[src/rtl/core/assert_macros.svh]
// Assertion macros shared by the RTL of the bit field compress / expand block.
// Depends on nothing; compiled out when SYNTHESIS is defined.
`ifndef ASSERT_MACROS_SVH
`define ASSERT_MACROS_SVH
`ifndef SYNTHESIS
`define ASSERT_AT(lbl, clk, rstn, prop) \
    lbl: assert property (@(posedge clk) disable iff (!(rstn)) prop) \
        else $error("assertion failed");
`define ASSERT_AT_ALWAYS(lbl, clk, prop) \
    lbl: assert property (@(posedge clk) prop) \
        else $error("assertion failed");
`else
`define ASSERT_AT(lbl, clk, rstn, prop)
`define ASSERT_AT_ALWAYS(lbl, clk, prop)
`endif
`endif

[src/rtl/core/bfce_pkg.sv]
// Package for the bit field compress / expand block: widths, register
// indexes and the per-word control struct. Depends on nothing.
package bfce_pkg;

    localparam int DATA_WIDTH_DEF = 64;
    localparam int WORD_W         = 64;
    localparam int VW_W           = 7;
    localparam int CFG_IDX_W      = 2;

    localparam logic [CFG_IDX_W-1:0] REG_VALUE_WIDTH = 2'd0;
    localparam logic [CFG_IDX_W-1:0] REG_FIXED_MASK  = 2'd1;
    localparam logic [CFG_IDX_W-1:0] REG_FIXED_VALUE = 2'd2;

    localparam logic CMD_COMPRESS = 1'b0;
    localparam logic CMD_EXPAND   = 1'b1;

    typedef struct packed {
        logic valid;
        logic cmd;
        logic ok;
    } bfce_ctl_t;

endpackage

[src/rtl/core/bfce_skid.sv]
// Output register with skid stage: forms the result word from the chain end
// and parts the chain from the receiver. Depends on bfce_pkg and assert_macros.svh.
`include "assert_macros.svh"
module bfce_skid #(
    parameter int DATA_WIDTH = bfce_pkg::DATA_WIDTH_DEF
) (
    input  logic                          aclk,
    input  logic                          aresetn,
    input  bfce_pkg::bfce_ctl_t           ctl_in,
    input  logic [DATA_WIDTH-1:0]         res_in,
    output logic                          en,
    output logic                          m_tvalid,
    input  logic                          m_tready,
    output logic [bfce_pkg::WORD_W-1:0]   m_tdata,
    output logic                          m_tuser
);

    logic                        out_valid_reg, out_valid_next;
    logic [bfce_pkg::WORD_W-1:0] out_word_reg, out_word_next;
    logic                        out_flag_reg, out_flag_next;
    logic                        skid_valid_reg, skid_valid_next;
    logic [bfce_pkg::WORD_W-1:0] skid_word_reg, skid_word_next;
    logic                        skid_flag_reg, skid_flag_next;
    logic                        arrive, take, free;
    logic                        new_flag;
    logic [bfce_pkg::WORD_W-1:0] new_word;

    always_comb begin
        en       = ~skid_valid_reg;
        arrive   = en & ctl_in.valid;
        take     = out_valid_reg & m_tready;
        free     = ~out_valid_reg | take;
        new_flag = (ctl_in.cmd == bfce_pkg::CMD_EXPAND) | ctl_in.ok;
        new_word = new_flag ? bfce_pkg::WORD_W'(res_in) : '0;

        out_valid_next  = out_valid_reg;
        out_word_next   = out_word_reg;
        out_flag_next   = out_flag_reg;
        skid_valid_next = skid_valid_reg;
        skid_word_next  = skid_word_reg;
        skid_flag_next  = skid_flag_reg;
        if (skid_valid_reg) begin
            if (free) begin
                out_valid_next  = 1'b1;
                out_word_next   = skid_word_reg;
                out_flag_next   = skid_flag_reg;
                skid_valid_next = 1'b0;
            end
        end else if (arrive) begin
            if (free) begin
                out_valid_next = 1'b1;
                out_word_next  = new_word;
                out_flag_next  = new_flag;
            end else begin
                skid_valid_next = 1'b1;
                skid_word_next  = new_word;
                skid_flag_next  = new_flag;
            end
        end else if (take) begin
            out_valid_next = 1'b0;
        end
    end

    always_ff @(posedge aclk) begin
        if (!aresetn) begin
            out_valid_reg  <= 1'b0;
            skid_valid_reg <= 1'b0;
        end else begin
            out_valid_reg  <= out_valid_next;
            skid_valid_reg <= skid_valid_next;
        end
    end

    always_ff @(posedge aclk) begin
        out_word_reg  <= out_word_next;
        out_flag_reg  <= out_flag_next;
        skid_word_reg <= skid_word_next;
        skid_flag_reg <= skid_flag_next;
    end

    assign m_tvalid = out_valid_reg;
    assign m_tdata  = out_word_reg;
    assign m_tuser  = out_flag_reg;

    `ASSERT_AT(a_skid_needs_out, aclk, aresetn, skid_valid_reg |-> out_valid_reg)
    `ASSERT_AT(a_invalid_is_zero, aclk, aresetn, (m_tvalid && !m_tuser) |-> (m_tdata == '0))
    `ASSERT_AT(a_skid_holds, aclk, aresetn, (skid_valid_reg && !m_tready) |=> skid_valid_reg)
    `ASSERT_AT_ALWAYS(a_reset_empty, aclk, $past(!aresetn) |-> (!m_tvalid && en))

endmodule

[config.mk]
export PLATFORM = sky130hd
export DESIGN_NAME = bfce_skid
export DESIGN_NICKNAME = d
export VERILOG_FILES = /design/src/rtl/core/bfce_pkg.sv /design/src/rtl/core/bfce_skid.sv
export VERILOG_INCLUDE_DIRS = /design/src /design/src/rtl/core
export SDC_FILE = /design/constraint.sdc
export NUM_CORES = 1
export LEC_CHECK = 0
export BUFFER_PORTS_ARGS = -buffer_cell sky130_fd_sc_hd__buf_2
export CAP_MARGIN = 10
export CORE_MARGIN = 4
export CORE_UTILIZATION = 45
export CTS_CLUSTER_DIAMETER = 100
export CTS_CLUSTER_SIZE = 30
export DETAILED_ROUTE_END_ITERATION = 10
export PLACE_DENSITY = 0.79
export SYNTH_ARGS = -nofsm -noshare
export SYNTH_HDL_FRONTEND = slang
export SYNTH_SLANG_ARGS = --single-unit
[constraint.sdc]
create_clock -name aclk -period 16.9 [get_ports aclk]
set_input_delay 0.845 -clock aclk [delete_from_list [all_inputs] [get_ports aclk]]
set_output_delay 0.845 -clock aclk [all_outputs]
set_load 0.01 [all_outputs]
# Word level (Yosys, flattened, before mapping)
# Cells that the tools add are included.
[op_classes]
bitwise_logic = 7
div = 0
n_mux = 16
shift = 0
eq_ne = 0
n_mul = 0
magnitude_cmp = 0
n_addsub = 0
n_reduce_logical = 4
[ops]
columns = ["operator", "count"]
rows = [
  ["$mux W64", 5],
  ["$mux W1", 11],
  ["$not A1 Y1", 3],
  ["$reduce_and A3 Y1", 1],
  ["$reduce_bool A3 Y1", 1],
  ["$and A1 B1 Y1", 2],
  ["$or A1 B1 Y1", 2],
  ["$reduce_and A2 Y1", 1],
  ["$reduce_bool A2 Y1", 1],
]
[word_totals]
ff_bits = 132
latchBits = 0
input_bits = 70
romBits = 0
mem_bits_rw = 0
memories = 0

# Depth between registers and ports, before layout
[logic_depth]
depth_word = 5
depth_mapped = 4
mapped_depth_nobuf = 2

# Worst setup path before layout
# OpenSTA, ideal clock, no wires.
[synth_path]
path_type = "input-to-reg"
from = "in m_tready"
to = "reg skid_flag_reg (enable)"
t_arrival_ns = 5.799
setup_time_ns = 0.581
n_path_buf = 0
path_stages = 2
setup_slack_ns = 10.520
path_cell_list = "nand2b_1 -> nor3b_1"
[synth_via]
elab_chain_len = 4
[synth_lines]
columns = ["item", "line", "text"]
rows = [
  ["start, declared", "bfce_skid.sv:13", "input logic m_tready,"],
  ["$and A1 B1 Y1", "bfce_skid.sv:31", "take = out_valid_reg & m_tready;"],
  ["$or A1 B1 Y1", "bfce_skid.sv:32", "free = ~out_valid_reg | take;"],
  ["$not A1 Y1 (no line)", "n/a", ""],
  ["$reduce_and A3 Y1 (no line)", "n/a", ""],
  ["end signal, assigned", "bfce_skid.sv:78", "skid_flag_reg <= skid_flag_next;"],
  ["end, declared", "bfce_skid.sv:23", "logic skid_flag_reg, skid_flag_next;"],
]
# Every way passes these cells.
# A chain may end at the register's enable or synchronous reset.

# Worst setup path in the final report
[layout_path]
from = "reg skid_valid_reg"
to = "out en"
[layout_via]
elab_chain_len = 1
[layout_lines]
columns = ["item", "line", "text"]
rows = [
  ["start, declared", "bfce_skid.sv:21", "logic skid_valid_reg, skid_valid_next;"],
  ["start signal, assigned", "bfce_skid.sv:70", "skid_valid_reg <= skid_valid_next;"],
  ["$not A1 Y1 (no line)", "n/a", ""],
  ["end, declared", "bfce_skid.sv:11", "output logic en,"],
]
# Every way passes these cells.

==> impl_metrics.py <==
metrics = {
    "die": {
        "dieArea_um2": 13520,
        "start_util_pct": 45.99,
        "die_h_um": 116.3,
        "core-area_um2": 11470,
        "num_rows": 39,
        "die_x_um": 116.3,
        "io_pins": 137,
    },
    "status": {
        "outcome": "finished, final reports clean",
    },
    "critical_path": {
        "crit_path_start": "skid_valid_reg",
        "required_ns": 16.06,
        "crit_type": "register to primary output",
        "critPathMaxFanout": 68,
        "r2r_end": "m_tuser",
        "crit_cells": 2,
        "path_buf_inv": 2,
        "cpLargestDelayFamily": "flip-flops",
        "rrSetupSlack_ns": 14.91,
        "startpoint_type": "register",
        "crit_path_end": "en",
        "timing.rr.start": "skid_valid_reg",
        "cp_slowest_cell": "dfxtp_4",
        "crit_chain": "inv_1 -> buf_2",
        "slowest_delay_ns": 0.72,
        "worst_ep_arrival_time_ns": 1.48,
        "r2r_cells": 1,
        "end_kind": "primary output",
    },
    "power": {
        "pwr-share-comb_pct": 7.2,
        "p_sw_share_pct": 21.77,
        "ir_worst_vdd_uv": 50.09,
        "powerDensity_nw_per_um2": 117.1,
        "power_uw": 765.8,
        "leakagePower_nw": 2.706,
        "clock_power_share_pct": 42.4,
        "p_int_uw": 599.1,
        "power_frac_seq_pct": 50.4,
        "p_switching_uw": 166.7,
    },
    "logic_synthesis": {
        "synth_fp_nets": 495,
        "yosysTopAreaCell": "edfxtp_1",
        "synth_top_family_by_area": "compound AO/OA/AOI/OAI gates",
        "synth-adder-area-share_pct": 0,
        "syn_area_per_cell_um2": 12.41,
        "syn_area_um2": 5274,
        "netlist_top_cells_area": "edfxtp_1 (74%), o21ai_0 (10%), inv_1 (4.6%)",
        "synth-simple-area-share_pct": 5.148,
        "ys_types": 18,
        "synth.top_cell.area_share_pct": 74.02,
        "synth_compound_area_share_pct": 12.43,
        "ys_seq_area_share_pct": 74.78,
        "synth-seq-cells": 132,
        "synthCells": 425,
        "synth_xor_area_share_pct": 0,
        "yosys-mux-area-fraction_pct": 0.2847,
        "ys.warnings.count": 0,
    },
    "global_routing": {
        "grt_overflow": 0,
        "met2_usage_pct": 26.20,
        "grt_pass1_wl_um": 16260,
        "grt_start_max_net_pins": 69,
        "grt_use_total_pct": 15.87,
        "grt_pass1_vias": 3418,
        "grt_busiest_layer": "met2",
        "grt_use_met3_pct": 4.041,
        "antenna_found_initial": 0,
        "grt_util_met1_pct": 19.52,
    },
    "timing": {
        "hold_viol": 0,
        "setup_tns_ns": 0,
        "rsz0062_at_grt": "no",
        "max_freq_ghz": 0.4292,
        "period_share_pct": 13.79,
        "max_slew_margin_pct": 30.67,
        "setup_viol": 0,
        "worst_pin_slew_ns": 1.040,
        "drv_slew": 0,
        "min_period_ns": 2.330,
        "holdWs_ns": 0.5165,
        "skew_ns": 0.006593,
    },
    "clock_tree": {
        "htree_levels": 4,
        "cts.sinks": 132,
        "clock_path_buffers": 2,
        "insertion_delay_ns": 0.40,
        "postCtsSetupRepairBufs": 0,
        "clock-root-buffer": "clkbuf_16",
        "path_clk_slew_ns": 0.06,
        "cts_made_buffers": 17,
        "cts_resized": 0,
        "cts_tree": "done",
        "holdBufCountCts": 0,
    },
    "final_layout": {
        "layout_commonest_cell": "buf_2",
        "final_nets": 624,
        "drive_above_1_share_pct": 29.91,
        "final_cell_mix": "buf_2 (136), edfxtp_1 (130), o21ai_0 (110), inv_1 (65), nand2_1 (64)",
        "fillers": 945,
        "n_antenna_cell": 0,
        "syn_to_final_growth_pct": 24.06,
    },
    "placed_design": {
        "hpwl_um": 6488,
        "io_buffers": 136,
        "gp_congestion": 0.7602,
    },
    "detailed_routing": {
        "vias": 3420,
        "wire_per_inst_um": 14.63,
        "firstDrtPassIters": 4,
        "route.detailed.drc": 0,
        "wl_um": 10360,
        "drt_iter0_drc": 265,
        "vias_per_cell": 4.831,
        "ant_nets": 0,
    },
    "run": {
        "maxCapViolCount": 0,
    },
    "hold_path": {
        "hold_path.class": "register to register",
    },
}
-- kinds of logic (layout without fill, tap and decap cells) --
group / count (synthesis) / after routing
buffers and inverters: 93 / 233
multiplexers: 1 / 1
flip-flops: 132 / 132
AO/OA/AOI/OAI: 130 / 130
AND/OR/NAND/NOR: 69 / 69
-- how the worst min path moves through the flow --
| stage | startpoint | end | slack [ns] | cells after the start |
|---|---|---|---|---|
| 2_1_floorplan | skid_word_reg[0] | m_tdata[0] | 0.50 | 2 |
| 5_1_grt | skid_word_reg[13] | m_tdata[13] | 0.54 | 2 |
| 4_1_cts | skid_word_reg[42] | m_tdata[42] | 0.52 | 2 |
| 3_3_place_gp | skid_word_reg[63] | m_tdata[63] | 0.51 | 2 |
| 3_5_place_dp | skid_word_reg[42] | m_tdata[42] | 0.51 | 2 |
| 6_report | skid_word_reg[42] | m_tdata[42] | 0.52 | 2 |
-- through the flow --
step | area (µm²) | util, % | setup slack, ns | instances
after floorplan | 5274 | - | 10.52 | 425
after global routing | 6543 | 57.05 | 14.41 | 708
after detailed placement | 6021 | 52.50 | 14.44 | 678
final | 6543 | 57.05 | 14.57 | 708
after CTS | 6543 | 57.05 | 14.49 | 708
after global placement | 6021 | 52.50 | 14.50 | 678
-- worst min-delay path, cell delays in order (launching register included) --
cell and delay, ns:
edfxtp_1 0.31, nand2_1 0.04, o21ai_0 0.05
-- power by group through the flow --
| stage | clock network [mW] | registers [mW] | logic [mW] |
|---|---|---|---|
| finish | 0.325 | 0.386 | 0.0548 |
| floorplan | 0 | 0.400 | 0.0235 |
| global placement | 0 | 0.393 | 0.0535 |
| global route | 0.350 | 0.388 | 0.0623 |
| CTS | 0.332 | 0.387 | 0.0560 |
| detailed placement | 0 | 0.393 | 0.0558 |
-- layer usage --
metal	vias up	share of wire [%]	wire length, µm
met2	96	50	5193
met5	-	0	0
met3	6	6.3	649
li1	1725	-	-
met1	1593	43	4431
met4	0	0.78	81
-- cell type report --
| class | instances | area (µm²) | share of cell area [%] |
|---|---|---|---|
| clock inverters | 12 | 92.59 | 1.415 |
| inverters | 65 | 244.0 | 3.729 |
| repair buffers | 138 | 695.7 | 10.63 |
| multi-input cells | 200 | 954.7 | 14.59 |
| well taps | 143 | 178.9 | 2.735 |
| flip-flops and latches | 132 | 3948 | 60.34 |
| clock buffers | 18 | 429.2 | 6.560 |
-- cell usage after synthesis, drive strengths merged --
| cell type | instances |
|---|---|
| clkbuf | 8 |
| o21a | 1 |
| nand2b | 1 |
| mux2 | 1 |
| or2 | 1 |
| inv | 65 |
| nor2 | 1 |
| buf | 20 |
| edfxtp | 130 |
| nand2 | 64 |
| nor3b | 2 |
| o21ai | 128 |
| a21boi | 1 |
| dfxtp | 2 |
No activity file was read; power rests on OpenSTA's default activity.
