==> config.mk <==
export PLATFORM = sky130hd
export DESIGN_NAME = bfce_cell
export DESIGN_NICKNAME = d
export VERILOG_FILES = /design/src/rtl/core/assert_macros.svh /design/src/rtl/core/bfce_pkg.sv /design/src/rtl/core/bfce_cell.sv
export SDC_FILE = /design/constraint.sdc
export NUM_CORES = 1
export LEC_CHECK = 0
export BUFFER_PORTS_ARGS = -buffer_cell sky130_fd_sc_hd__buf_4
export CORE_ASPECT_RATIO = 0.8
export CORE_MARGIN = 4
export CORE_UTILIZATION = 30
export DETAILED_ROUTE_END_ITERATION = 6
export GPL_ROUTABILITY_DRIVEN = 0
export MAX_ROUTING_LAYER = met4
export PLACE_DENSITY = 0.58
export SYNTH_ARGS = -nofsm -noshare
export SYNTH_HDL_FRONTEND = slang
export SYNTH_SLANG_ARGS = --single-unit
export TNS_END_PERCENT = 30
==> constraint.sdc <==
create_clock -name aclk -period 5.55 [get_ports aclk]
set_clock_uncertainty 0.1 [all_clocks]
set_input_delay 0.2775 -clock aclk [delete_from_list [all_inputs] [get_ports aclk]]
set_output_delay 0.2775 -clock aclk [all_outputs]
set_load 0.01 [all_outputs]
==> src/rtl/core/assert_macros.svh <==
// Assertion macros shared by the RTL of the bit field compress / expand block.
// Depends on nothing; compiled out when SYNTHESIS is defined.
`ifndef ASSERT_MACROS_SVH
`define ASSERT_MACROS_SVH
`ifndef SYNTHESIS
`define ASSERT_AT(lbl, clk, rstn, prop) \
    lbl: assert property (@(posedge clk) disable iff (!(rstn)) prop) \
        else $error("assertion failed");
`define ASSERT_AT_ALWAYS(lbl, clk, prop) \
    lbl: assert property (@(posedge clk) prop) \
        else $error("assertion failed");
`else
`define ASSERT_AT(lbl, clk, rstn, prop)
`define ASSERT_AT_ALWAYS(lbl, clk, prop)
`endif
`endif

==> src/rtl/core/bfce_pkg.sv <==
// Package for the bit field compress / expand block: widths, register
// indexes and the per-word control struct. Depends on nothing.
package bfce_pkg;

    localparam int DATA_WIDTH_DEF = 64;
    localparam int WORD_W         = 64;
    localparam int VW_W           = 7;
    localparam int CFG_IDX_W      = 2;

    localparam logic [CFG_IDX_W-1:0] REG_VALUE_WIDTH = 2'd0;
    localparam logic [CFG_IDX_W-1:0] REG_FIXED_MASK  = 2'd1;
    localparam logic [CFG_IDX_W-1:0] REG_FIXED_VALUE = 2'd2;

    localparam logic CMD_COMPRESS = 1'b0;
    localparam logic CMD_EXPAND   = 1'b1;

    typedef struct packed {
        logic valid;
        logic cmd;
        logic ok;
    } bfce_ctl_t;

endpackage

==> src/rtl/core/bfce_cell.sv <==
// One bit-position cell of the compress / expand chain; handles bit INDEX
// of each word and passes the word on. Depends on bfce_pkg.
module bfce_cell #(
    parameter int DATA_WIDTH = bfce_pkg::DATA_WIDTH_DEF,
    parameter int INDEX      = 0,
    parameter int CNT_W      = $clog2(DATA_WIDTH + 1),
    parameter int IDX_W      = $clog2(DATA_WIDTH)
) (
    input  logic                        aclk,
    input  logic                        aresetn,
    input  logic                        en,
    input  logic [bfce_pkg::VW_W-1:0]   value_width,
    input  logic                        mask_bit,
    input  logic                        fixed_bit,
    input  bfce_pkg::bfce_ctl_t         ctl_in,
    input  logic [DATA_WIDTH-1:0]       data_in,
    input  logic [DATA_WIDTH-1:0]       res_in,
    input  logic [CNT_W-1:0]            cnt_in,
    output bfce_pkg::bfce_ctl_t         ctl_out,
    output logic [DATA_WIDTH-1:0]       data_out,
    output logic [DATA_WIDTH-1:0]       res_out,
    output logic [CNT_W-1:0]            cnt_out
);

    bfce_pkg::bfce_ctl_t   ctl_reg, ctl_next;
    logic [DATA_WIDTH-1:0] data_reg;
    logic [DATA_WIDTH-1:0] res_reg, res_next;
    logic [CNT_W-1:0]      cnt_reg, cnt_next;
    logic                  in_w, fix, var_bit, d;

    always_comb begin
        in_w    = value_width > bfce_pkg::VW_W'(INDEX);
        fix     = in_w & mask_bit;
        var_bit = in_w & ~mask_bit;
        d       = data_in[INDEX];
        ctl_next = ctl_in;
        res_next = res_in;
        cnt_next = cnt_in + CNT_W'(var_bit);
        if (ctl_in.cmd == bfce_pkg::CMD_COMPRESS) begin
            ctl_next.ok = ctl_in.ok & ~(~in_w & d) & ~(fix & (d ^ fixed_bit));
            if (var_bit) begin
                res_next[cnt_in[IDX_W-1:0]] = d;
            end
        end else begin
            if (var_bit) begin
                res_next[INDEX] = data_in[cnt_in[IDX_W-1:0]];
            end else if (fix) begin
                res_next[INDEX] = fixed_bit;
            end
        end
    end

    always_ff @(posedge aclk) begin
        if (!aresetn) begin
            ctl_reg <= '0;
        end else if (en) begin
            ctl_reg <= ctl_next;
        end
    end

    always_ff @(posedge aclk) begin
        if (en) begin
            data_reg <= data_in;
            res_reg  <= res_next;
            cnt_reg  <= cnt_next;
        end
    end

    assign ctl_out  = ctl_reg;
    assign data_out = data_reg;
    assign res_out  = res_reg;
    assign cnt_out  = cnt_reg;

endmodule

Yosys cells after proc, flatten, opt, wreduce, memory -nomap -nowiden

Index checks and enable logic that the tools add are counted.
Widths: inputs -> output; s select.

Flip-flop bits (word level): 138
Input port bits: 150
Output and inout port bits: 138
Word-level logic and storage cells: 33

Add/sub/neg operators: 1
Magnitude comparators: 3
Muxes and demuxes: 11
Bitwise gates (word level): 11
Reductions and logical operators: 1

Operators by type and width:

| cell               | number |
|---|---|
| $bwmux 64          | 1 |
| $mux 64            | 1 |
| $mux 63            | 1 |
| $add 7x1->7        | 1 |
| $gt 7x1->1 const B | 1 |
| $lt 6x7->1 const B | 1 |
| $and 1x1->1        | 6 |
| $bmux 1 s6         | 1 |
| $demux 1 s6        | 1 |
| $ge 6x1->1 const B | 1 |
| $mux 1             | 6 |
| $not 1->1          | 4 |
| $logic_and 1x1->1  | 1 |
| $xor 1x1->1        | 1 |

Logic depth before layout (Yosys ltp)

Gate-level depths: netlist (run 1).

Depth after elaboration: 7
Depth in mapped cells: 8
Gate-level depth less buffers: 6

Least setup slack after synthesis (run 1)

OpenSTA, ideal clock, no wires.

Path type: in2reg
Start: input port value_width[2] (netlist bit)
End: register res_reg[29] (netlist: res_out[29]) (data pin)
Library setup time: 0.260 ns
Arrival time: 1.626 ns
Required time: 5.190 ns
Slack: 3.564 ns
Stages: 5
Buffers on the path: 0
Cells stage by stage: or4_4 > o2111ai_4 > nor2_1 > nand2_1 > mux2_2

Cells in the longest elaborated chain, start to end: 4

Ends and longest elaborated chain:

| item                   | line            | source |
|---|---|---|
| start, declared        | bfce_cell.sv:12 | `input logic [bfce_pkg::VW_W-1:0] value_width,` |
| $gt 7x1->1             | bfce_cell.sv:32 | `in_w = value_width > bfce_pkg::VW_W'(INDEX);` |
| $and 1x1->1            | bfce_cell.sv:34 | `var_bit = in_w & ~mask_bit;` |
| $mux 64                | bfce_cell.sv:41 | `if (var_bit) begin` |
| $mux 63                | bfce_cell.sv:39 | `if (ctl_in.cmd == bfce_pkg::CMD_COMPRESS) begin` |
| named net res_next[29] | bfce_cell.sv:27 | `logic [DATA_WIDTH-1:0] res_reg, res_next;` |
| end signal, assigned   | bfce_cell.sv:64 | `res_reg <= res_next;` |
| end, declared          | bfce_cell.sv:27 |  |

The timed path passes the listed nets, and every way through them passes these cells.
A chain may end at the register's enable or synchronous reset.

Worst setup path after layout (run 1)

Start: input port cnt_in[0]
End: register res_reg[25] (netlist: res_out[25]) (data pin)

Cells in the longest elaborated chain, start to end: 7
Elaborated cells on any way between the ends: 8
Those cells by class: order compare: 2; mux: 5; reduce/logical: 1

Ends and longest elaborated chain:

| item                                                                  | line            | source |
|---|---|---|
| start, declared                                                       | bfce_cell.sv:18 | `input logic [CNT_W-1:0] cnt_in,` |
| $lt 6x7->1 (implied by the code) / $ge 6x1->1 (equally long branches) | bfce_cell.sv:42 | `res_next[cnt_in[IDX_W-1:0]] = d;` |
| $logic_and 1x1->1 (implied by the code)                               | bfce_cell.sv:42 |  |
| $mux 1 (implied by the code)                                          | bfce_cell.sv:42 |  |
| $demux 1 s6 *                                                         | bfce_cell.sv:42 |  |
| $bwmux 64 *                                                           | bfce_cell.sv:42 |  |
| $mux 64 *                                                             | bfce_cell.sv:41 |  |
| $mux 63 *                                                             | bfce_cell.sv:39 |  |
| named net res_next[25]                                                | bfce_cell.sv:27 |  |

Mark *: on every way through the listed nets, which the timed path passes. The rest lies on a longest branch.

==> results of run 1 <==
-- cell families (layout without fill, tap and decap cells) --
kind of cell	count (synthesis)	after routing	share of synthesized area, %
buffers and inverters	27	392	1.95
xor gates and xnor gates	5	5	0.705
AOI/OAI and AO/OA	36	36	4.67
and+or+nand+nor	133	133	10.1
muxes	83	83	15.9
DFF	138	138	66.2
adders and majority gates	2	2	0.403
-- placed cells by master, fill, tap and decap left out, drive strengths merged, types with 3 or more instances in the layout --
cell type and n:
mux2i 11, nand3b 5, buf 289, mux4 6
o21ai 3, o211ai 3, nor2 15, a31oi 3
clkbuf 17, nand2 73, or2 3, a21boi 4
nor2b 5, or3b 3, inv 14, nor3 7
a21oi 3, nand3 7, dlygate4sd3 65, o22ai 3
clkinvlp 4, nand2b 5, mux2 66, edfxtp 135
clkinv 3, xnor2 4, dfxtp 3
-- through the flow --
stage | utilization, % | cell area, µm²
after floorplan | - | 6210
after global placement | 42.9 | 8620
after detailed placement | 42.9 | 8620
after CTS | 48.9 | 9830
after global routing | 48.9 | 9830
final | 48.9 | 9830
-- final timing paths --
| kind | to | slack [ns] |
|---|---|---|
| max reg2reg | ctl_out[2]$_SDFFE_PN0P_ | 4.25 |
| max | res_out[25]$_DFFE_PP_ | 3.43 |
| min reg2reg | ctl_out[0]$_SDFFE_PN0P_ | 0.39 |
| min | res_out[31]$_DFFE_PP_ | 0.04 |
-- flip-flops by register name, summed over array words and instances (netlist names) --
name      cells
ctl_out       3
data_out     64
res_out      64
cnt_out       7
-- metal layers --
layer	track usage [%]	vias to the layer above
li1	-	2314
met1	24.4	2367
met2	29.4	200
met3	4.74	17
met4	5.00	0
met5	-	-
-- worst reg2reg max path: cells and delay by family (launching register included) --
| kind | cells | cell delay [ns] |
|---|---|---|
| buffers and inverters | 1 | 0.54 |
| flip-flops | 1 | 0.34 |
| multiplexers | 1 | 0.15 |
| AND/OR/NAND/NOR | 1 | 0.06 |
-- power breakdown --
part	total (mW)	internal, mW	switching [mW]
Clock	1.08	0.587	0.492
Sequential	1.27	1.24	0.0275
Combinational	0.440	0.240	0.201
Total	2.79	2.06	0.720
-- layout make-up --
| class | count | area (µm²) |
|---|---|---|
| Fill cell | 1766 | 10300 |
| Sequential cell | 138 | 4110 |
| Timing Repair Buffer | 354 | 2820 |
| Multi-Input combinational cell | 259 | 1980 |
| Clock buffer | 17 | 425 |
| Tap cell | 264 | 330 |
| Clock inverter | 15 | 131 |
| Inverter | 6 | 22.5 |
==> results.rst, run 1 <==
.. list-table::
   :header-rows: 1

   * - Metric
     - Value
   * - Met2 routed wirelength
     - 10200 µm
   * - Worst slew pin tran
     - approximately 1.2 ns
   * - Reg2Reg Launch Point
     - ctl_out[2]$_SDFFE_PN0P_
   * - Area share of the largest cell type after synthesis
     - 65.3%
   * - Width of the die
     - 169 µm
   * - Highest cell delay on the worst timing path
     - ~0.71 ns
   * - Endpoint required time on the critical path
     - 5.62 ns
   * - Setup crit start kind
     - primary input
   * - Total vias in the final route
     - roughly 5k
   * - First-pass GRT wire length
     - approximately 31000 µm
   * - Number of flops mapped to enable cells by yosys
     - 135
   * - Die Area
     - 23100 µm²
   * - Post-layout min period
     - 2.12 ns
   * - Worst r2r path cells
     - 3
   * - Endpoints failing setup
     - 0
   * - Count of maximum capacitance violations
     - 0
   * - Initial core utilization
     - 30.9%
   * - Die Y-Extent
     - 137 µm
   * - Drt drc
     - 0
   * - Primary flip-flop cell chosen by synthesis mapping
     - sky130_fd_sc_hd__edfxtp_1
   * - Total met3 wirelength after detailed routing
     - 1460 µm
   * - Routed metal-1 wire length
     - 9480 µm
   * - Share of the yosys chip area belonging to registers
     - 66.2%
   * - Via count of the first global-routing pass
     - roughly 5.2k
   * - Synthesized net count
     - 576
   * - Post-Syn Area
     - just over 6000 µm²
   * - Number of buffers inserted by post-CTS setup repair
     - 0
   * - Path length in cells of the critical path
     - 5
   * - Max IR drop VDD
     - 189 µV
   * - Crit path cell chain
     - buf_4 -> o2111ai_4 -> nor2_1 -> nand2_1 -> mux2_1
   * - Port Buf Inserts
     - approximately 290
   * - Ant. Diodes
     - 0
   * - Clock tree from TritonCTS
     - yes
   * - Part of the cycle the worst path needs
     - 38.1%
   * - Worst Setup Slack post-DPL
     - 2.93 ns
   * - Synth cell types
     - approximately 50
   * - Worst-skew pair later-pin latency
     - roughly 0.42 ns
   * - Number of primary I/O pins
     - 288
   * - RSZ-0062 raised after global routing
     - false
   * - Outcome
     - completed
   * - Final Net Count
     - 928
   * - Cell total after placement
     - 956
   * - Total power per unit cell area
     - between 200 and 300 nW/µm²
   * - Worst-path clk slew
     - 0.06 ns
   * - PnR Total Power
     - 2.79 mW
   * - Gates resized, CTS repair
     - 0
   * - Yosys warning count
     - 0
   * - Worst hold path cell count
     - 2
   * - Post-synthesis register bit count
     - ~140
   * - WP buf/inv
     - 1
   * - Leakage power
     - about 3.9 nW
   * - CTS Sinks
     - 138
   * - Highest clock rate
     - around 0.47 GHz
   * - Layout cell share with drive strength beyond 1
     - 51.1%
   * - Critical path peak fanout
     - 39
   * - Cells after Synth
     - 424
   * - Signed area change from the synthesized netlist to the final layout
     - 58.2%
   * - First-pass detailed-route iteration total
     - 4
   * - Most instantiated library cell after synthesis
     - sky130_fd_sc_hd__edfxtp_1
   * - Row Count
     - 46
   * - CTS max path bufs
     - 2
   * - Final Hold Violating Endpoints
     - 0
   * - Gr ovfl total
     - 0
   * - Number of cells in the finished layout apart from fillers
     - 1053
   * - Antenna violations before repair
     - 0
   * - Buffer type at the clock tree root
     - sky130_fd_sc_hd__clkbuf_16
   * - Hold wc startpoint
     - res_in[31]
   * - Leading post-synthesis cells by instance count
     - 135 x sky130_fd_sc_hd__edfxtp_1, 73 x sky130_fd_sc_hd__nand2_1, 61 x sky130_fd_sc_hd__mux2_2, 12 x sky130_fd_sc_hd__nor2_1
   * - Post-synthesis area per instance
     - approximately 15 µm²
   * - Count of nets left with antenna violations after detail routing
     - 0
   * - Headroom to the max-slew limit
     - a little under a fifth
   * - Slew Limit Fails
     - 0
   * - Number of buffers inserted during clock tree synthesis
     - 17
   * - Setup Total Neg Slack
     - 0 ns
   * - Startpoint-to-endpoint class of the critical path
     - primary input to flop
   * - Routed wirelength normalized by instance count
     - 20.3 µm
   * - Fraction of synthesis flops using an asynchronous set or reset pin
     - 0%
   * - Slowest cell on crit path
     - sky130_fd_sc_hd__nor2_1
   * - DR iter-0 viols
     - roughly 410
   * - Cell family contributing the most delay on the critical path
     - simple AND/OR/NAND/NOR gates
   * - Timing startpoint of the critical path
     - cnt_in[0]
   * - Arrival @ worst endpoint
     - around 2.2 ns
   * - Yosys top cell by area
     - sky130_fd_sc_hd__edfxtp_1
   * - Mean number of vias per cell
     - 4.65
   * - Sum of routed wire length over all layers
     - about 21000 µm
   * - Area of the core region
     - 20100 µm²
   * - Path category of the worst min-delay check
     - primary input to flop
   * - Hpwl dp
     - between 15000 and 20000 µm
   * - Cells taking the most area after synthesis
     - sky130_fd_sc_hd__edfxtp_1 65%, sky130_fd_sc_hd__mux2_2 11%, sky130_fd_sc_hd__nand2_1 4.4%
   * - All-layer global routing usage
     - 18.7%
   * - Post-route worst hold slack
     - about 0.043 ns
   * - Top routing layer in use
     - met4
   * - Largest net degree at the start of global routing
     - 74
   * - Type of element capturing the critical path
     - flop
   * - Smallest setup slack after layout
     - 3.43 ns
   * - Number of levels in the clock H-tree
     - 4
   * - Post-CTS Hold Buffers
     - 65
Note: power is estimated with default switching activity, not from simulation.
==> inputs of run 2 (changes only) <==
- ABC_AREA: default -> 1
- PLACE_DENSITY: 0.58 -> 0.57
- clock period: 5.55 -> 2.2 ns (I/O delays scaled with it)
==> results.rst, run 2 <==
.. list-table::
   :header-rows: 1

   * - Metric
     - Value
   * - Area occupied by multi-input gates
     - 1720 µm² (-13%)
   * - Most common cell after layout, fill and taps aside
     - sky130_fd_sc_hd__buf_4
   * - Cells after Synth
     - 657 (+55%)
   * - Number of flops mapped to enable cells by yosys
     - 135 (unchanged)
   * - Portion of netlist area occupied by mux cells
     - 0.626% (-15 points)
   * - Share of the yosys chip area belonging to registers
     - 64.3% (-1.9 points)
   * - Headroom to the max-slew limit
     - 66.1% (+47 points)
   * - Cell family contributing the most delay on the critical path
     - buffers and inverters
   * - Post-synthesis area per instance
     - 9.74 µm² (-34%)
   * - Part of the cycle the worst path needs
     - 93.1%
   * - Smallest setup slack after layout
     - 0.152 ns (-3.28 ns)
   * - FILL cells
     - 1881 (+6.5%)
   * - Area of the core region
     - 20800 µm² (+3.6%)
   * - Gr ovfl total
     - 0 (unchanged)
   * - Met3 layer usage reported by global route
     - 4.27% (-0.46 points)
   * - Layout cell share with drive strength beyond 1
     - 31.0% (-20 points)
   * - Fraction of synthesis flops using an asynchronous set or reset pin
     - 0% (unchanged)
   * - PnR Total Power
     - 7.29 mW (+160%)
   * - Hpwl dp
     - 16300 µm (+6.1%)
   * - Crit path cell chain
     - dlygate4sd3_1 -> buf_4 -> inv_2 -> buf_6 -> nand2_1 -> nand3_1 -> nand2_1 -> a21oi_1 -> dlygate4sd3_1
   * - Port Buf Inserts
     - 287 (unchanged)
   * - Routed wirelength normalized by instance count
     - 17.0 µm (-16%)
   * - Synthesized net count
     - 809 (+40%)
   * - Leakage power
     - 4.90 nW (+25%)
   * - Footprint of the flip-flops and latches
     - 4110 µm² (unchanged)
   * - Total vias in the final route
     - 6096 (+24%)
   * - Path category of the worst min-delay check
     - primary input to flop
   * - Setup crit start kind
     - primary input
   * - Worst reg-to-reg setup slack
     - 0.88 ns (-3.37 ns)
   * - First-pass GRT wire length
     - 35200 µm (+13%)
   * - Type of element capturing the critical path
     - flop
   * - DR iter-0 viols
     - 435 (+6.6%)
   * - Highest cell delay on the worst timing path
     - 0.55 ns (-0.16 ns)
   * - All-layer global routing usage
     - 20.0% (+1.3 points)
   * - Via count of the first global-routing pass
     - 6283 (+20%)
   * - Leading post-synthesis cells by instance count
     - 135 x sky130_fd_sc_hd__edfxtp_1, 135 x sky130_fd_sc_hd__nand2_1, 117 x sky130_fd_sc_hd__inv_1, 90 x sky130_fd_sc_hd__nor2_1, 69 x sky130_fd_sc_hd__o21ai_0
   * - Dominant combinational cell family by area after synthesis
     - simple AND/OR/NAND/NOR gates
   * - Number of primary I/O pins
     - 288 (unchanged)
   * - Highest clock rate
     - 0.488 GHz
   * - Endpoints failing setup
     - 0 (unchanged)
   * - Sum of routed wire length over all layers
     - 23500 µm (+10%)
   * - Worst slew pin tran
     - 0.508 ns (-0.699 ns)
   * - CTS max path bufs
     - 2 (unchanged)
   * - Initial core utilization
     - 30.7% (-0.19 points)
   * - Final Hold Violating Endpoints
     - 0 (unchanged)
   * - Ant. Diodes
     - 0 (unchanged)
   * - Outcome
     - completed
   * - Max IR drop VDD
     - 402 µV (+110%)
   * - Width of the die
     - 171 µm (+1.4%)
   * - Synth cell types
     - 30 (-41%)
   * - Drt drc
     - 0 (unchanged)
   * - Yosys warning count
     - 0 (unchanged)
   * - Final Net Count
     - 1252 (+35%)
   * - Startpoint-to-endpoint class of the critical path
     - primary input to flop
   * - Number of buffers inserted during clock tree synthesis
     - 17 (unchanged)
   * - Share of the synthesized area in compound gates (AO/OA/AOI/OAI)
     - 6.98% (+2.3 points)
   * - Largest net degree at the start of global routing
     - 64 (-14%)
   * - Xor/xnor share of the synthesized area
     - 0.548% (-0.16 points)
   * - Endpoint required time on the critical path
     - 2.46 ns (-3.16 ns)
   * - RSZ-0062 raised after global routing
     - false
   * - Clock tree from TritonCTS
     - yes
   * - Worst Setup Slack post-DPL
     - 0.215 ns (-2.72 ns)
   * - Worst-skew pair later-pin latency
     - 0.41 ns (about the same)
   * - Die Y-Extent
     - 139 µm (+1.4%)
   * - WP buf/inv
     - 5 (+4)
   * - Adder-cell share of the synthesized area
     - 0.391% (-0.012 points)
   * - CTS Sinks
     - 138 (unchanged)
   * - Post-route worst hold slack
     - 0.0275 ns (-0.0153 ns)
   * - M2 GR Usage
     - 32.3% (+2.9 points)
   * - Signed area change from the synthesized netlist to the final layout
     - 70.7%
   * - Count of nets left with antenna violations after detail routing
     - 0 (unchanged)
   * - Die Area
     - 23700 µm² (+2.8%)
   * - Critical path peak fanout
     - 60 (+54%)
   * - First-pass detailed-route iteration total
     - 5 (+1)
   * - Slowest cell on crit path
     - sky130_fd_sc_hd__dlygate4sd3_1
   * - Primary flip-flop cell chosen by synthesis mapping
     - sky130_fd_sc_hd__edfxtp_1
   * - Cells taking the most area after synthesis
     - sky130_fd_sc_hd__edfxtp_1 63%, sky130_fd_sc_hd__nand2_1 7.9%, sky130_fd_sc_hd__inv_1 6.9%
   * - Worst-path clk slew
     - 0.06 ns (about the same)
   * - Synth Area in Simple Gates
     - 18.3% (+8.2 points)
   * - Mean number of vias per cell
     - 4.41 (-5.2%)
   * - Post-layout min period
     - 2.05 ns
   * - Met1 global-route usage
     - 25.3% (+0.84 points)
   * - Post-synthesis register bit count
     - 138 (unchanged)
   * - Total power per unit cell area
     - 668 nW/µm² (+140%)
   * - Row Count
     - 47 (+2.2%)
   * - Most frequent cells in the layout
     - 293 x sky130_fd_sc_hd__buf_4, 142 x sky130_fd_sc_hd__dlygate4sd3_1, 135 x sky130_fd_sc_hd__nand2_1, 135 x sky130_fd_sc_hd__edfxtp_1, 117 x sky130_fd_sc_hd__inv_1
   * - Buffer type at the clock tree root
     - sky130_fd_sc_hd__clkbuf_16
   * - Yosys top cell by area
     - sky130_fd_sc_hd__edfxtp_1
   * - Count of maximum capacitance violations
     - 0 (unchanged)
   * - Antenna violations before repair
     - 0 (unchanged)
   * - Routing layer with the top usage in global route
     - met2
   * - Slew Limit Fails
     - 0 (unchanged)
   * - Post-Syn Area
     - 6400 µm² (+3.0%)
   * - Number of levels in the clock H-tree
     - 4 (unchanged)
   * - Arrival @ worst endpoint
     - 2.31 ns (+0.12 ns)
   * - Area share of the largest cell type after synthesis
     - 63.4% (-1.9 points)
   * - Setup Total Neg Slack
     - 0 ns (unchanged)
[run 2: worst register-to-register path, stage by stage, from the launching register on]
cell	delay, ns
sky130_fd_sc_hd__dfxtp_1	0.32
sky130_fd_sc_hd__o21ai_0	0.18
sky130_fd_sc_hd__a21oi_1	0.06
sky130_fd_sc_hd__dlygate4sd3_1	0.56
[run 2: layer usage]
metal	vias up	part of all wire [%]
li1	3029	-
met1	2825	43
met2	204	49
met3	38	5.8
met4	0	2.4
met5	-	0
[run 2: cell families (layout without fill, tap and decap cells)]
logic type	after synthesis	count (layout)
AND/OR/NAND/NOR	283	283
buffers and inverters	140	596
flip-flops	138	138
AO/OA/AOI/OAI	86	86
XOR/XNOR	4	4
multiplexers	4	4
adder cells (fa/ha/maj)	2	2
[run 2: path summary, 6_finish.rpt]
path,startpoint,cells after the start,end
setup / recovery,data_in[0],9,ctl_out[0]$_SDFFE_PN0P_
hold / removal,cnt_in[4],3,cnt_out[4]$_DFFE_PP_
setup reg to reg,ctl_out[0]$_SDFFE_PN0P_,3,ctl_out[0]$_SDFFE_PN0P_
hold reg to reg,ctl_out[2]$_SDFFE_PN0P_,3,ctl_out[2]$_SDFFE_PN0P_
[run 2: what timing repair did]
item,in CTS,in global routing
gates resized for setup,0,2
buffers inserted,0,0
hold buffers,142,0
endpoints found under the hold margin,163,0
setup endpoints to repair,0,2
[run 2: per-stage QoR]
step / instance area (µm²) / util [%] / instances
5_1_grt: 10900 / 52.5 / 1382
4_1_cts: 10900 / 52.4 / 1382
3_5_place_dp: 8910 / 42.8 / 1208
3_3_place_gp: 8910 / 42.8 / 1208
2_1_floorplan: 6400 / - / 657
6_report: 10900 / 52.5 / 1382
[run 2: area by class of cell]
| class | instances | share of cell area (%) |
|---|---|---|
| well taps | 269 | 3.08 |
| flip-flops and latches | 138 | 37.7 |
| repair buffers | 440 | 33.9 |
| multi-input cells | 379 | 15.8 |
| inverters | 124 | 4.26 |
| clock inverters | 14 | 1.36 |
| clock buffers | 18 | 3.93 |
[run 2: where the power goes]
group	leakage [nW]	switching, mW	internal (mW)
Sequential	1.35	0.0617	3.12
Combinational	3.27	0.584	0.671
Clock	0.274	1.18	1.67
Total	4.90	1.82	5.47
==> inputs of run 3 (changes only) <==
- REMOVE_ABC_BUFFERS: default -> 1
==> results.rst, run 3 (synthesis results as in run 2) <==
.. list-table::
   :header-rows: 1

   * - Metric
     - Value
   * - Row Count
     - 47 (unchanged)
   * - Routed wirelength normalized by instance count
     - 16.6 µm (-2.2%)
   * - Worst-path clk slew
     - 0.06 ns (about the same)
   * - Type of element capturing the critical path
     - flop
   * - Width of the die
     - 171 µm (unchanged)
   * - Path category of the worst min-delay check
     - primary input to flop
   * - Total vias in the final route
     - 6063 (-0.54%)
   * - Timing startpoint of the critical path
     - data_in[0]
   * - Final Hold Violating Endpoints
     - 0 (unchanged)
   * - Most common cell after layout, fill and taps aside
     - sky130_fd_sc_hd__buf_4
   * - Max IR drop VDD
     - 372 µV (-7.4%)
   * - Highest clock rate
     - 0.507 GHz (+3.9%)
   * - Number of primary I/O pins
     - 288 (unchanged)
   * - Cell total after placement
     - 1210 (+0.17%)
   * - Worst-skew pair later-pin latency
     - 0.41 ns (about the same)
   * - Port Buf Inserts
     - 287 (unchanged)
   * - Arrival @ worst endpoint
     - 2.23 ns (-0.08 ns)
   * - Hold wc startpoint
     - cnt_in[4]
   * - Setup Total Neg Slack
     - 0 ns (unchanged)
   * - Number of buffers inserted during clock tree synthesis
     - 17 (unchanged)
   * - Number of cells in the finished layout apart from fillers
     - 1379 (-0.22%)
   * - Sum of routed wire length over all layers
     - 23000 µm (-2.4%)
   * - First-pass GRT wire length
     - 34600 µm (-1.8%)
   * - Buffer type at the clock tree root
     - sky130_fd_sc_hd__clkbuf_16
   * - Initial core utilization
     - 30.7% (unchanged)
   * - Startpoint-to-endpoint class of the critical path
     - primary input to flop
   * - Setup crit start kind
     - primary input
   * - Final Net Count
     - 1249 (-0.24%)
   * - Post-layout min period
     - 1.97 ns (-0.0762 ns)
   * - Largest net degree at the start of global routing
     - 61 (-4.7%)
   * - Die Area
     - 23700 µm² (unchanged)
   * - Number of levels in the clock H-tree
     - 4 (unchanged)
   * - Most frequent cells in the layout
     - 295 x sky130_fd_sc_hd__buf_4, 137 x sky130_fd_sc_hd__dlygate4sd3_1, 135 x sky130_fd_sc_hd__nand2_1, 135 x sky130_fd_sc_hd__edfxtp_1, 117 x sky130_fd_sc_hd__inv_1
   * - Mean number of vias per cell
     - 4.40 (-0.32%)
   * - Die Y-Extent
     - 139 µm (unchanged)
   * - First-pass detailed-route iteration total
     - 4 (-1)
   * - FILL cells
     - 1900 (+1.0%)
   * - Signed area change from the synthesized netlist to the final layout
     - 70.4%
   * - Headroom to the max-slew limit
     - 61.9% (-4.2 points)
   * - Critical path peak fanout
     - 60 (unchanged)
   * - Part of the cycle the worst path needs
     - 89.6% (-3.5 points)
   * - RSZ-0062 raised after global routing
     - false
   * - PnR Total Power
     - 7.35 mW (+0.84%)
   * - Ant. Diodes
     - 0 (unchanged)
   * - Drt drc
     - 0 (unchanged)
   * - Gr ovfl total
     - 0 (unchanged)
   * - Endpoints failing setup
     - 0 (unchanged)
   * - All-layer global routing usage
     - 19.5% (-0.49 points)
   * - Hpwl dp
     - 16500 µm (+1.3%)
   * - Clock tree from TritonCTS
     - yes
   * - DR iter-0 viols
     - 457 (+5.1%)
   * - Worst slew pin tran
     - 0.571 ns (+0.0631 ns)
   * - Reg2Reg Launch Point
     - ctl_out[2]$_SDFFE_PN0P_
   * - Count of maximum capacitance violations
     - 0 (unchanged)
   * - Slew Limit Fails
     - 0 (unchanged)
   * - Count of nets left with antenna violations after detail routing
     - 0 (unchanged)
   * - Antenna violations before repair
     - 0 (unchanged)
   * - Smallest setup slack after layout
     - 0.228 ns (+0.0762 ns)
   * - Worst Setup Slack post-DPL
     - 0.242 ns (+0.0269 ns)
   * - Layout cell share with drive strength beyond 1
     - 31.3% (+0.26 points)
   * - Outcome
     - completed
   * - Endpoint required time on the critical path
     - 2.46 ns (about the same)
   * - Total power per unit cell area
     - 675 nW/µm² (+1.0%)
   * - Leakage power
     - 4.89 nW (-0.15%)
   * - Area of the core region
     - 20800 µm² (unchanged)
   * - Via count of the first global-routing pass
     - 6117 (-2.6%)
   * - Core occupancy in the finished layout
     - 52.4% (-0.11 points)
   * - CTS max path bufs
     - 2 (unchanged)
   * - CTS Sinks
     - 138 (unchanged)
[run 3: cell types whose count changed in the layout (fill, tap and decap cells not counted), sizes merged]
cell / change
buf: +2
clkinv: -5
dlygate4sd3: -5
inv: +5
[run 3: worst max-delay path, stage by stage]
cell and delay (ns):
sky130_fd_sc_hd__dlygate4sd3_1 0.53, sky130_fd_sc_hd__buf_4 0.17, sky130_fd_sc_hd__inv_2 0.08, sky130_fd_sc_hd__buf_6 0.38
sky130_fd_sc_hd__nand2_1 0.10, sky130_fd_sc_hd__nand3_1 0.11, sky130_fd_sc_hd__nand2_1 0.05, sky130_fd_sc_hd__a21oi_1 0.11
sky130_fd_sc_hd__dlygate4sd3_1 0.55
[run 3: path summary, 6_finish.rpt]
check | cells past startpoint | to | slack, ns
min reg2reg | 2 | ctl_out[1]$_SDFFE_PN0P_ | 0.44
max reg2reg | 3 | ctl_out[2]$_SDFFE_PN0P_ | 0.90
max | 9 | ctl_out[0]$_SDFFE_PN0P_ | 0.23
min | 3 | cnt_out[4]$_DFFE_PP_ | 0.04
[run 3: final cells by class]
class                   count  area, µm²  share of cell area [%]
inverters                 124        465                    4.27
well taps                 269        337                    3.09
clock buffers              18        429                    3.94
clock inverters            14        161                    1.48
multi-input cells         379       1720                    15.8
flip-flops and latches    138       4110                    37.7
repair buffers            437       3670                    33.7
[run 3: metrics by stage]
step | hold slack [ns] | cell area (µm²)
floorplan | 0.0994 | 6300
global placement | 0.198 | 8930
detailed placement | 0.198 | 8930
CTS | 0.000802 | 10900
global route | 0.0387 | 10900
finish | 0.0353 | 10900
[run 3: per-layer routing]
layer	global-route usage (%)	part of all wire, %
met1	26.0	46
met2	30.5	47
met3	4.42	5.7
met4	4.71	1.4
met5	-	0
[run 3: power breakdown]
| group | switching (mW) | total [mW] | internal (mW) |
|---|---|---|---|
| Sequential | 0.0626 | 3.18 | 3.12 |
| Clock | 1.21 | 2.91 | 1.70 |
| Combinational | 0.588 | 1.26 | 0.669 |
| Total | 1.86 | 7.35 | 5.49 |
[run 3: repair_timing]
action	in CTS	in global routing
buffers inserted	0	0
gates resized for setup	0	2
setup endpoints to repair	0	2
hold endpoints to repair	135	0
hold buffers	137	0
